$ cat src/design/hsa_pkg.sv
// Package for the handle slot allocator: action codes, default sizes, controller
// state type and the command/status bundles between controller and datapath.
// No dependencies.
package hsa_pkg;

    localparam int HSA_SLOTS_DEF   = 64;
    localparam int HSA_ID_BITS_DEF = 24;

    localparam int HSA_GROUP_W  = 8;
    localparam int HSA_HANDLE_W = 32;
    localparam int HSA_SLOTIX_W = 6;
    localparam int HSA_IN_W     = 40;
    localparam int HSA_OUT_W    = 40;

    localparam logic [1:0] ACT_ALLOC   = 2'd0;
    localparam logic [1:0] ACT_RELEASE = 2'd1;
    localparam logic [1:0] ACT_LOOKUP  = 2'd2;

    typedef enum logic [2:0] {
        ST_CLEAR,
        ST_IDLE,
        ST_PROBE,
        ST_LOOK,
        ST_CHECK,
        ST_EMIT
    } hsa_state_t;

    typedef struct packed {
        logic clr_step;     // clear one used bit during the pass after reset
        logic capture;      // take the incoming word into the request registers
        logic issue;        // issue the next probe read
        logic alloc_commit; // claim the probed slot
        logic alloc_fail;   // every slot was busy
        logic look_rd;      // read the slot addressed by the request handle
        logic check;        // compare the slot with the request handle
        logic nop_res;      // result for an unused action code
        logic emit;         // move the result into the output register
    } hsa_cmd_t;

    typedef struct packed {
        logic       clr_last;
        logic [1:0] in_action;
        logic       probe_hit;
        logic       probe_fail;
        logic       out_free;
    } hsa_status_t;

endpackage

$ cat src/design/hsa_ctrl.sv
// Controller state machine of the handle slot allocator.
// Depends on hsa_pkg; drives the datapath through hsa_cmd_t and reads hsa_status_t.
module hsa_ctrl (
    input  logic                clk,
    input  logic                rst_n,
    input  logic                in_valid,
    output logic                in_ready,
    input  hsa_pkg::hsa_status_t st,
    output hsa_pkg::hsa_cmd_t    cmd
);
    import hsa_pkg::*;

    hsa_state_t state_reg;
    hsa_state_t state_next;

    always_ff @(posedge clk or negedge rst_n)
    begin
        if (!rst_n)
        begin
            state_reg <= ST_CLEAR;
        end
        else
        begin
            state_reg <= state_next;
        end
    end

    always_comb
    begin
        state_next = state_reg;
        cmd        = '0;
        in_ready   = 1'b0;
        case (state_reg)
            ST_CLEAR:
            begin
                cmd.clr_step = 1'b1;
                if (st.clr_last)
                begin
                    state_next = ST_IDLE;
                end
            end
            ST_IDLE:
            begin
                in_ready = 1'b1;
                if (in_valid)
                begin
                    cmd.capture = 1'b1;
                    case (st.in_action)
                        ACT_ALLOC:   state_next = ST_PROBE;
                        ACT_RELEASE: state_next = ST_LOOK;
                        ACT_LOOKUP:  state_next = ST_LOOK;
                        default:
                        begin
                            cmd.nop_res = 1'b1;
                            state_next  = ST_EMIT;
                        end
                    endcase
                end
            end
            ST_PROBE:
            begin
                if (st.probe_hit)
                begin
                    cmd.alloc_commit = 1'b1;
                    state_next       = ST_EMIT;
                end
                else if (st.probe_fail)
                begin
                    cmd.alloc_fail = 1'b1;
                    state_next     = ST_EMIT;
                end
                else
                begin
                    cmd.issue = 1'b1;
                end
            end
            ST_LOOK:
            begin
                cmd.look_rd = 1'b1;
                state_next  = ST_CHECK;
            end
            ST_CHECK:
            begin
                cmd.check  = 1'b1;
                state_next = ST_EMIT;
            end
            ST_EMIT:
            begin
                if (st.out_free)
                begin
                    cmd.emit   = 1'b1;
                    state_next = ST_IDLE;
                end
            end
            default:
            begin
                state_next = ST_IDLE;
            end
        endcase
    end

`ifndef SYNTHESIS
    // A commit and a failure can never be decided in the same probe cycle.
    assert property (@(posedge clk) disable iff (!rst_n)
        !(st.probe_hit && st.probe_fail))
        else $error("probe hit and probe failure together");

    // The clearing pass ends before any word is accepted.
    assert property (@(posedge clk) disable iff (!rst_n)
        (state_reg == ST_CLEAR) |-> !cmd.capture)
        else $error("word captured during clearing pass");

    // Leaving the probe state always produces a result.
    assert property (@(posedge clk) disable iff (!rst_n)
        (state_reg == ST_PROBE && state_next != ST_PROBE) |=> (state_reg == ST_EMIT))
        else $error("probe left without a result");
`endif

endmodule

$ cat src/design/hsa_datapath.sv
// Datapath of the handle slot allocator: slot memories, serial counter, probe
// sequencer registers, group register and output register. Depends on hsa_pkg.
module hsa_datapath #(
    parameter int SLOTS   = hsa_pkg::HSA_SLOTS_DEF,
    parameter int ID_BITS = hsa_pkg::HSA_ID_BITS_DEF
) (
    input  logic                            clk,
    input  logic                            rst_n,
    input  hsa_pkg::hsa_cmd_t               cmd,
    output hsa_pkg::hsa_status_t            st,
    input  logic [hsa_pkg::HSA_IN_W-1:0]    in_data,
    input  logic                            cfg_valid,
    input  logic [hsa_pkg::HSA_GROUP_W-1:0] cfg_data,
    output logic                            out_valid,
    input  logic                            out_ready,
    output logic [hsa_pkg::HSA_OUT_W-1:0]   out_data
);
    import hsa_pkg::*;

    localparam int SLOT_W = $clog2(SLOTS);
    localparam int CNT_W  = $clog2(SLOTS + 1);
    localparam logic [SLOT_W-1:0] SLOT_MASK = SLOT_W'(SLOTS - 1);
    localparam logic [SLOT_W-1:0] SLOT_LAST = SLOT_W'(SLOTS - 1);
    localparam logic [CNT_W-1:0]  CNT_FULL  = CNT_W'(SLOTS);

    function automatic logic [SLOT_W-1:0] slot_of(input logic [ID_BITS-1:0] id);
        logic [31:0] ext;
        ext = 32'(id);
        return ext[SLOT_W-1:0] & SLOT_MASK;
    endfunction

    logic                    used_mem [SLOTS];
    logic [HSA_HANDLE_W-1:0] handle_mem [SLOTS];

    logic [HSA_GROUP_W-1:0]  group_reg;
    logic [ID_BITS-1:0]      serial_reg;
    logic [ID_BITS-1:0]      id_issue_reg;
    logic [ID_BITS-1:0]      rd_id_reg;
    logic [CNT_W-1:0]        cnt_reg;
    logic                    pend_reg;
    logic [SLOT_W-1:0]       clr_cnt_reg;
    logic [1:0]              req_action_reg;
    logic [HSA_HANDLE_W-1:0] req_handle_reg;
    logic                    used_q;
    logic [HSA_HANDLE_W-1:0] handle_q;

    logic                    res_ok_reg;
    logic [HSA_HANDLE_W-1:0] res_handle_reg;
    logic [HSA_SLOTIX_W-1:0] res_slot_reg;
    logic                    out_valid_reg;
    logic                    out_ok_reg;
    logic [HSA_HANDLE_W-1:0] out_handle_reg;
    logic [HSA_SLOTIX_W-1:0] out_slot_reg;

    logic [SLOT_W-1:0]       rd_addr;
    logic [SLOT_W-1:0]       probe_slot;
    logic [SLOT_W-1:0]       look_slot;
    logic [HSA_HANDLE_W-1:0] group_bits;
    logic [HSA_HANDLE_W-1:0] alloc_handle;
    logic                    look_hit;
    logic                    used_we;
    logic [SLOT_W-1:0]       used_waddr;
    logic                    used_wdata;
    logic                    can_issue;

    assign group_bits   = HSA_HANDLE_W'(group_reg) << ID_BITS;
    assign probe_slot   = slot_of(rd_id_reg);
    assign look_slot    = slot_of(req_handle_reg[ID_BITS-1:0]);
    assign alloc_handle = HSA_HANDLE_W'(rd_id_reg) | group_bits;
    assign rd_addr      = cmd.look_rd ? look_slot : slot_of(id_issue_reg);
    assign look_hit     = used_q && (handle_q == req_handle_reg);
    assign can_issue    = cnt_reg != CNT_FULL;

    assign st.clr_last   = clr_cnt_reg == SLOT_LAST;
    assign st.in_action  = in_data[1:0];
    assign st.probe_hit  = pend_reg && !used_q;
    assign st.probe_fail = pend_reg && used_q && (cnt_reg == CNT_FULL);
    assign st.out_free   = !out_valid_reg || out_ready;

    always_comb
    begin
        used_we    = 1'b0;
        used_waddr = clr_cnt_reg;
        used_wdata = 1'b0;
        if (cmd.clr_step)
        begin
            used_we = 1'b1;
        end
        else if (cmd.alloc_commit)
        begin
            used_we    = 1'b1;
            used_waddr = probe_slot;
            used_wdata = 1'b1;
        end
        else if (cmd.check && look_hit && req_action_reg == ACT_RELEASE)
        begin
            used_we    = 1'b1;
            used_waddr = look_slot;
        end
    end

    always_ff @(posedge clk)
    begin
        if (used_we)
        begin
            used_mem[used_waddr] <= used_wdata;
        end
        if (cmd.alloc_commit)
        begin
            handle_mem[probe_slot] <= alloc_handle;
        end
        used_q   <= used_mem[rd_addr];
        handle_q <= handle_mem[rd_addr];
    end

    always_ff @(posedge clk or negedge rst_n)
    begin
        if (!rst_n)
        begin
            group_reg     <= '0;
            serial_reg    <= ID_BITS'(1);
            cnt_reg       <= '0;
            pend_reg      <= 1'b0;
            clr_cnt_reg   <= '0;
            out_valid_reg <= 1'b0;
        end
        else
        begin
            if (cfg_valid)
            begin
                group_reg <= cfg_data;
            end
            if (cmd.clr_step)
            begin
                clr_cnt_reg <= clr_cnt_reg + SLOT_W'(1);
            end
            if (cmd.capture)
            begin
                cnt_reg  <= '0;
                pend_reg <= 1'b0;
            end
            else if (cmd.issue)
            begin
                pend_reg <= can_issue;
                if (can_issue)
                begin
                    cnt_reg <= cnt_reg + CNT_W'(1);
                end
            end
            if (cmd.alloc_commit)
            begin
                serial_reg <= rd_id_reg + ID_BITS'(1);
            end
            if (cmd.emit)
            begin
                out_valid_reg <= 1'b1;
            end
            else if (out_ready)
            begin
                out_valid_reg <= 1'b0;
            end
        end
    end

    always_ff @(posedge clk)
    begin
        if (cmd.capture)
        begin
            req_action_reg <= in_data[1:0];
            req_handle_reg <= in_data[33:2];
            id_issue_reg   <= serial_reg;
        end
        else if (cmd.issue && can_issue)
        begin
            rd_id_reg    <= id_issue_reg;
            id_issue_reg <= id_issue_reg + ID_BITS'(1);
        end
        if (cmd.alloc_commit)
        begin
            res_ok_reg     <= 1'b1;
            res_handle_reg <= alloc_handle;
            res_slot_reg   <= HSA_SLOTIX_W'(probe_slot);
        end
        else if (cmd.check)
        begin
            res_ok_reg     <= look_hit;
            res_handle_reg <= look_hit ? req_handle_reg : '0;
            res_slot_reg   <= HSA_SLOTIX_W'(look_slot);
        end
        else if (cmd.alloc_fail || cmd.nop_res)
        begin
            res_ok_reg     <= 1'b0;
            res_handle_reg <= '0;
            res_slot_reg   <= '0;
        end
        if (cmd.emit)
        begin
            out_ok_reg     <= res_ok_reg;
            out_handle_reg <= res_handle_reg;
            out_slot_reg   <= res_slot_reg;
        end
    end

    assign out_valid = out_valid_reg;
    assign out_data  = {1'b0, out_slot_reg, out_handle_reg, out_ok_reg};

`ifndef SYNTHESIS
    // The probe never issues more reads than there are slots.
    assert property (@(posedge clk) disable iff (!rst_n)
        cnt_reg <= CNT_FULL)
        else $error("probe counter ran past the slot count");

    // A claimed slot moves the serial to one past the id just handed out.
    assert property (@(posedge clk) disable iff (!rst_n)
        cmd.alloc_commit |=> (serial_reg == $past(rd_id_reg) + ID_BITS'(1)))
        else $error("serial not advanced after allocation");

    // A failed word never carries a handle.
    assert property (@(posedge clk) disable iff (!rst_n)
        (out_valid_reg && !out_ok_reg) |-> (out_handle_reg == '0))
        else $error("failed result with nonzero handle");

    // A successful word names the slot addressed by its own handle.
    assert property (@(posedge clk) disable iff (!rst_n)
        (out_valid_reg && out_ok_reg) |->
            (out_slot_reg == HSA_SLOTIX_W'(slot_of(out_handle_reg[ID_BITS-1:0]))))
        else $error("result slot does not match handle");
`endif

endmodule

$ cat src/design/handle_slot_allocator.sv
// Top level of the handle slot allocator: stream ports, configuration port,
// controller and datapath. Depends on hsa_pkg, hsa_ctrl and hsa_datapath.
//
//   port group   | direction | content
//   s_t*         | in        | request word: action, handle
//   m_t*         | out       | result word: ok, handle_out, slot_index
//   cfg_*        | in        | server_group register write
//
// Allocation probes slots in turn: the probe reads one slot per cycle
// from the single read port of the slot memory, pipelined against the check.
// Release and lookup do one slot read, then one compare.
// After reset a clearing pass resets the used bits; no request
// is accepted until it ends, while configuration writes are taken at any time.
// A finished word waits in the output register while the next request runs.
module handle_slot_allocator #(
    parameter int SLOTS   = hsa_pkg::HSA_SLOTS_DEF,
    parameter int ID_BITS = hsa_pkg::HSA_ID_BITS_DEF
) (
    input  logic                            clk,
    input  logic                            rst_n,
    input  logic                            s_tvalid,
    output logic                            s_tready,
    // [1:0] action, [33:2] handle, [39:34] zero
    input  logic [hsa_pkg::HSA_IN_W-1:0]    s_tdata,
    output logic                            m_tvalid,
    input  logic                            m_tready,
    // [0] ok, [32:1] handle_out, [38:33] slot_index, [39] zero
    output logic [hsa_pkg::HSA_OUT_W-1:0]   m_tdata,
    input  logic                            cfg_valid,
    output logic                            cfg_ready,
    input  logic [hsa_pkg::HSA_GROUP_W-1:0] cfg_data
);
    import hsa_pkg::*;

    hsa_cmd_t    cmd;
    hsa_status_t st;

    assign cfg_ready = 1'b1;

    hsa_ctrl u_ctrl (
        .clk      (clk),
        .rst_n    (rst_n),
        .in_valid (s_tvalid),
        .in_ready (s_tready),
        .st       (st),
        .cmd      (cmd)
    );

    hsa_datapath #(
        .SLOTS   (SLOTS),
        .ID_BITS (ID_BITS)
    ) u_datapath (
        .clk       (clk),
        .rst_n     (rst_n),
        .cmd       (cmd),
        .st        (st),
        .in_data   (s_tdata),
        .cfg_valid (cfg_valid),
        .cfg_data  (cfg_data),
        .out_valid (m_tvalid),
        .out_ready (m_tready),
        .out_data  (m_tdata)
    );

endmodule

$ cat config.mk
export PLATFORM = sky130hd
export DESIGN_NAME = handle_slot_allocator
export DESIGN_NICKNAME = d
export VERILOG_FILES = /design/src/design/hsa_pkg.sv /design/src/design/hsa_ctrl.sv /design/src/design/hsa_datapath.sv /design/src/design/handle_slot_allocator.sv
export SDC_FILE = /design/constraint.sdc
export NUM_CORES = 2
export LEC_CHECK = 0
export BUFFER_PORTS_ARGS = -buffer_cell sky130_fd_sc_hd__buf_2
export CORE_MARGIN = 3
export CORE_UTILIZATION = 50
export DETAILED_ROUTE_END_ITERATION = 8
export MAX_ROUTING_LAYER = met4
export PLACE_DENSITY = 0.65
export SLEW_MARGIN = 20
export SYNTH_ARGS = -nofsm -noshare
export SYNTH_HDL_FRONTEND = slang
export SYNTH_HIERARCHICAL = 1
export SYNTH_SLANG_ARGS = --single-unit
$ cat constraint.sdc
create_clock -name clk -period 5.6 [get_ports clk]
set_input_delay 1.12 -clock clk [delete_from_list [all_inputs] [get_ports clk]]
set_output_delay 1.12 -clock clk [all_outputs]
set_load 0.01 [all_outputs]
After elaboration in Yosys (flattened, before gate mapping)
Memory sizes are Yosys's and may differ from the RTL's. A register that Yosys moved wholly into a read port is not among the register bits. Cells that the tools add are included.

Eq/ne operators: 16. Mux-type cells: 54. Add/sub/neg operators: 4. Reduce and logical (&&, ||, !) cells: 24. Bitwise logic cells: 2.

Operators with widths (count): $mux W32 (4); $add A24 B1 Y24 const B (2); $mux W24 (2); $mux W6 (7); $eq A32 B32 Y1 (1); $or A24 B32 Y32 (1); $mux W1 (30); $mux W7 (3); $mux W3 (6); $pmux W3 S6 (1); $reduce_bool A2 Y1 (5); $add A7 B1 Y7 const B (1); $eq A7 B7 Y1 const B (1); $logic_and A1 B1 Y1 (7); $ne A7 B7 Y1 const B (1); $add A6 B1 Y6 const B (1); $eq A3 B2 Y1 const B (2); $eq A3 B3 Y1 const B (2); $eq A6 B6 Y1 const B (1); $ne A2 B2 Y1 const B (3); $pmux W3 S2 (1); $eq A2 B1 Y1 const B (2); $reduce_and A2 Y1 (2); $reduce_and A4 Y1 (1); 11 further kinds (13).

RAM bits: 2112. Logic and storage cells: 119. Input port bits: 53. Memories kept: 2. Output and inout bits: 43. Register bits after elaboration: 210.

Memory list: u_datapath.handle_mem (depth 64, bits a word 32, read ports 1, clocked after Yosys merged registers in 1, wr ports 1, line hsa_datapath.sv:33) `logic [HSA_HANDLE_W-1:0] handle_mem [SLOTS];`; u_datapath.used_mem (depth 64, bits a word 1, read ports 1, clocked after Yosys merged registers in 1, wr ports 1, line hsa_datapath.sv:32) `logic used_mem [SLOTS];`.

Logic depth before layout (Yosys ltp)
Depth in word-level cells: 9. Depth in mapped cells: 15. Gate-level depth less buffers: 10.

Hierarchy
The synthesis kept the hierarchy.

By module, submodules not included: hsa_datapath (sequential area each 70053.4 um^2, cells an instance 4638, area an instance 90853.4 um^2, instances 1); hsa_ctrl (sequential area each 75.1 um^2, cells an instance 34, area an instance 284.0 um^2, instances 1); handle_slot_allocator (sequential area each 0.0 um^2, cells an instance 2, area an instance 11.3 um^2, instances 1).

Least setup slack after synthesis
No wires, ideal clock.

Kind: reg-to-reg. Start point: reg u_datapath.rd_id_reg[4]. End point: mem u_datapath.handle_mem[56][0] (enable). Path slack: 0.922 ns. Stages on the path, launching flop included: 5. Data required time: 5.139 ns. Library setup time: 0.461 ns. Arrival time: 4.217 ns. Cell sequence: edfxtp_1 -> clkbuf_1 -> nand2_1 -> or3_1 -> nor3_1.

RTL lines: start, declared (line hsa_datapath.sv:38) `logic [ID_BITS-1:0] rd_id_reg;`; start signal, assigned (line hsa_datapath.sv:175) `rd_id_reg <= id_issue_reg;`; end, declared (line hsa_datapath.sv:33).

Straight into the memory's write port.

==> out/qor.log <==
[run_status] run status completed
[floorplan] area of the core 180900 um^2
[critical_path] last element of the critical path u_datapath/handle_q[30]
[synthesis] Yosys warnings 6
[clock_tree] cell at the root of the clock tree clkbuf_16
[critical_path] number of cells on the worst reg-to-reg path 11
[finish] most common library cell in the layout ignoring fill and taps edfxtp_1
[floorplan] IO Pins 96
[placed_design] number of input and output port buffers inserted 87
[sta] worst slew margin relative to its limit 0.2309
[finish] Most flops, register u_datapath/handle_mem
[routing] DR vias/cell 6.224
[sta] setup repair after global routing missed its margin false
[synthesis] sequential cell area fraction in the yosys report 0.7694
[sta] Post-Route Setup TNS 0 ns
[clock_tree] CTS sink cnt 2355
[finish] final-stage net count 4981
[clock_tree] Max H-tree Level 4
[placed_design] DP HPWL 131600 um
[global_routing] leftover overflow at the end of global routing 0
[routing] Routed Wire Length 228400 um
[clock_tree] CTS max path bufs 3
[floorplan] effective utilization at floorplan 0.5038
[critical_path] slack of the worst reg-to-reg path 0.79 ns
[critical_path] endpoint type of the worst setup path register
[synthesis] share of synthesized area spent on multiplexers 0.1311
[synthesis] fraction of synthesized cell area in xor and xnor cells 0.007591
[finish] max FFs per register 2048
[synthesis] complex-gate fraction of the synthesized area 0.02877
[synthesis] adder-cell share of the synthesized area 0.0006864
[floorplan] Horiz. Die Dim 433.0 um
[critical_path] critical-path cell list nor2b_1, and2_1, buf_4, mux2i_4, buf_4, mux4_2, nand2_1, nand2_1, o21ai_0, o22ai_1, a221o_1
[critical_path] startpoint of the worst-slack reg-to-reg timing path u_ctrl/state_reg[0]
[routing] average wire per standard cell 30.52 um
[synthesis] largest family of logic cells by synthesized area multiplexers
[synthesis] Main synth FF type edfxtp_1
[finish] most used cells in the layout excluding fill and tap cells edfxtp_1, nand2_1, mux4_2
[power_and_ir_drop] power density normalized to cell area 500.5 nW/um^2
[sta] Tmin final 4.805 ns
[critical_path] largest fanout on the critical path 25
[critical_path] delay contributed by the slowest stage of the critical path 0.83 ns
[worst_hold_path] Hold/Removal Path Class register to register
[sta] Final Max Tran Viols 0
[routing] first-pass detailed-route iteration total 5
[critical_path] CP startpoint u_ctrl/state_reg[0]
[finish] layout cell share with drive strength beyond 1 0.2418
[sta] share of the clock period used by the worst path after layout 0.8581
[global_routing] vias in the first global route 45920
[clock_tree] number of hold-repair buffers added at the cts stage 0
[clock_tree] number of resized instances in the post-cts repair step 0
[clock_tree] Inserted Clock Buffers 226
[synthesis] Yosys cell types 61
[critical_path] element type at the critical path start register
[critical_path] Crit path required time 6.34 ns
[power_and_ir_drop] post-layout power 51640 uW
[floorplan] Die Span Y 433.0 um
[synthesis] cell types occupying the most area after synthesis edfxtp_1, mux4_2, nand2_1
[synthesis] number of register bits inferred by synthesis 2355
[critical_path] Slowest cell on crit path mux2i_4
[routing] DRC violation count after routing 0
[synthesis] net count of the mapped netlist 4732
[finish] fill cell count 13250
[global_routing] overall fraction of global-route tracks in use 0.2537
[global_routing] maximum number of pins on one net before global-route repair 90
[synthesis] post-synthesis async set-or-reset flop share 0.02123
[global_routing] initial antenna violation count 7
[clock_tree] clock tree from TritonCTS done
[sta] Setup Viol. Count Final 0
[routing] number of design-rule violations left by the first detailed-router iteration 6427
[synthesis] fraction of post-synthesis cell area in the top cell type by area 0.7482
[power_and_ir_drop] VDD IR max 0.0004167 V
[power_and_ir_drop] Leakage 0.03288 uW
[floorplan] Die Footprint 187500 um^2
[finish] post-synthesis to final-layout area growth 13.19%
[synthesis] per-instance average area after synthesis 19.50 um^2
[finish] biggest registers after layout u_datapath/handle_mem x2048, u_datapath/used_mem x64
[sta] Achievable Freq 208.1 MHz
[synthesis] cell count after synthesis 4674
[sta] Setup Skew 0.03408 ns
[clock_tree] later-pin clock latency in the skew report 0.87 ns
[routing] overall via count from detail_route 46590
[placed_design] RePlAce Congestion 0.8516
[global_routing] global-route wire length before repair 329700 um
[critical_path] data arrival time at the worst-slack endpoint 5.54 ns
[synthesis] share of synthesized cell area in and, or, nand and nor gates 0.04966
[critical_path] Crit Reg-Reg Endpoint u_datapath/handle_q[30]
[critical_path] category of the most critical setup path register to register
[run] max-cap viol count 0
[synthesis] count of flip-flops with a built-in enable after synthesis 2271
[synthesis] Netlist Area Pre-Place 91150 um^2
[floorplan] row count 156
[clock_tree] setup repair bufs after CTS 0
[synthesis] Synth area leader edfxtp_1
[sta] Hold Vio Cnt, Final 0
[sta] slew at the pin closest to its max-slew limit 1.130 ns
[routing] post-detailed-route count of antenna-violating nets 0
[clock_tree] clock-pin slew on the worst setup and hold paths 0.06 ns
-- area by class of cell --
class,count,area [um^2],area share
clock inverter,127,1095,0.01061
multi-input combinational,2038,20440,0.1981
sequential,2355,70140,0.6798
clock buffer,290,6038,0.05853
antenna,3,7.507,0.00007277
inverter,13,50.05,0.0004851
timing repair buffer,289,2435,0.02360
tap,2370,2965,0.02874
-- critical path, delay by kind of cell, from the launching register on --
| family | cells | cell delay, ns |
|---|---|---|
| DFF | 1 | 0.56 |
| buffers and inverters | 2 | 0.78 |
| AOI/OAI and AO/OA | 3 | 1.34 |
| and+or+nand+nor | 4 | 0.77 |
| muxes | 2 | 1.19 |
-- Yosys cell counts (all sizes together) (36+ instances only) --
cell / instances
a211oi: 67
a22o: 36
a31oi: 70
and2: 75
buf: 87
clkbuf: 181
dfrtp: 49
edfxtp: 2271
mux4: 520
nand2: 567
nand3: 109
nor2: 148
o21ai: 93
xor2: 45
-- layer usage --
metal,routed length [um],up-vias,GRT usage,part of all wire
li1,-,19380,-,-
met1,92770,24710,0.3635,0.41
met2,107500,2168,0.3789,0.47
met3,20120,339,0.03767,0.088
met4,8013,0,0.08602,0.035
met5,0,-,-,0
-- worst min-delay path by stage --
stage	start	to	slack, ns	depth (start not counted)
2_1_floorplan	u_datapath/res_ok_reg	u_datapath/out_ok_reg	0.40	0
5_1_grt	s_tdata[13]	u_datapath/req_handle_reg[11]	0.40	1
4_1_cts	s_tdata[13]	u_datapath/req_handle_reg[11]	0.37	1
3_3_place_gp	u_datapath/res_handle_reg[14]	u_datapath/out_handle_reg[14]	0.40	0
3_5_place_dp	u_datapath/res_handle_reg[16]	u_datapath/out_handle_reg[16]	0.40	0
6_report	u_datapath/res_handle_reg[2]	u_datapath/out_handle_reg[2]	0.42	0
-- cell families after synthesis --
logic type                 Yosys count
and+or+nand+nor                   1023
adders and majority gates            5
xor gates and xnor gates            79
buffers and inverters              281
muxes                              542
other                                2
AOI/OAI and AO/OA                  387
DFF                               2355
-- metrics by stage --
step	util	setup WS, ns	hold WS (ns)	area, um^2	cells
after floorplan	-	0.9218	0.4002	91150	4674
after global placement	0.5304	0.9819	0.4036	95970	7062
after detailed placement	0.5307	0.9685	0.4045	96030	7065
after CTS	0.5701	0.9317	0.3685	103200	7482
after global routing	0.5702	0.7092	0.3980	103200	7484
final	0.5702	0.7947	0.4199	103200	7485
-- power breakdown --
part / switching, uW / total (uW) / internal (uW)
sequential: 513 / 20900 / 20400
combinational: 9910 / 16100 / 6180
clock: 6470 / 14700 / 8210
total: 16900 / 51600 / 34700
Power figures use the tool's default switching activity.
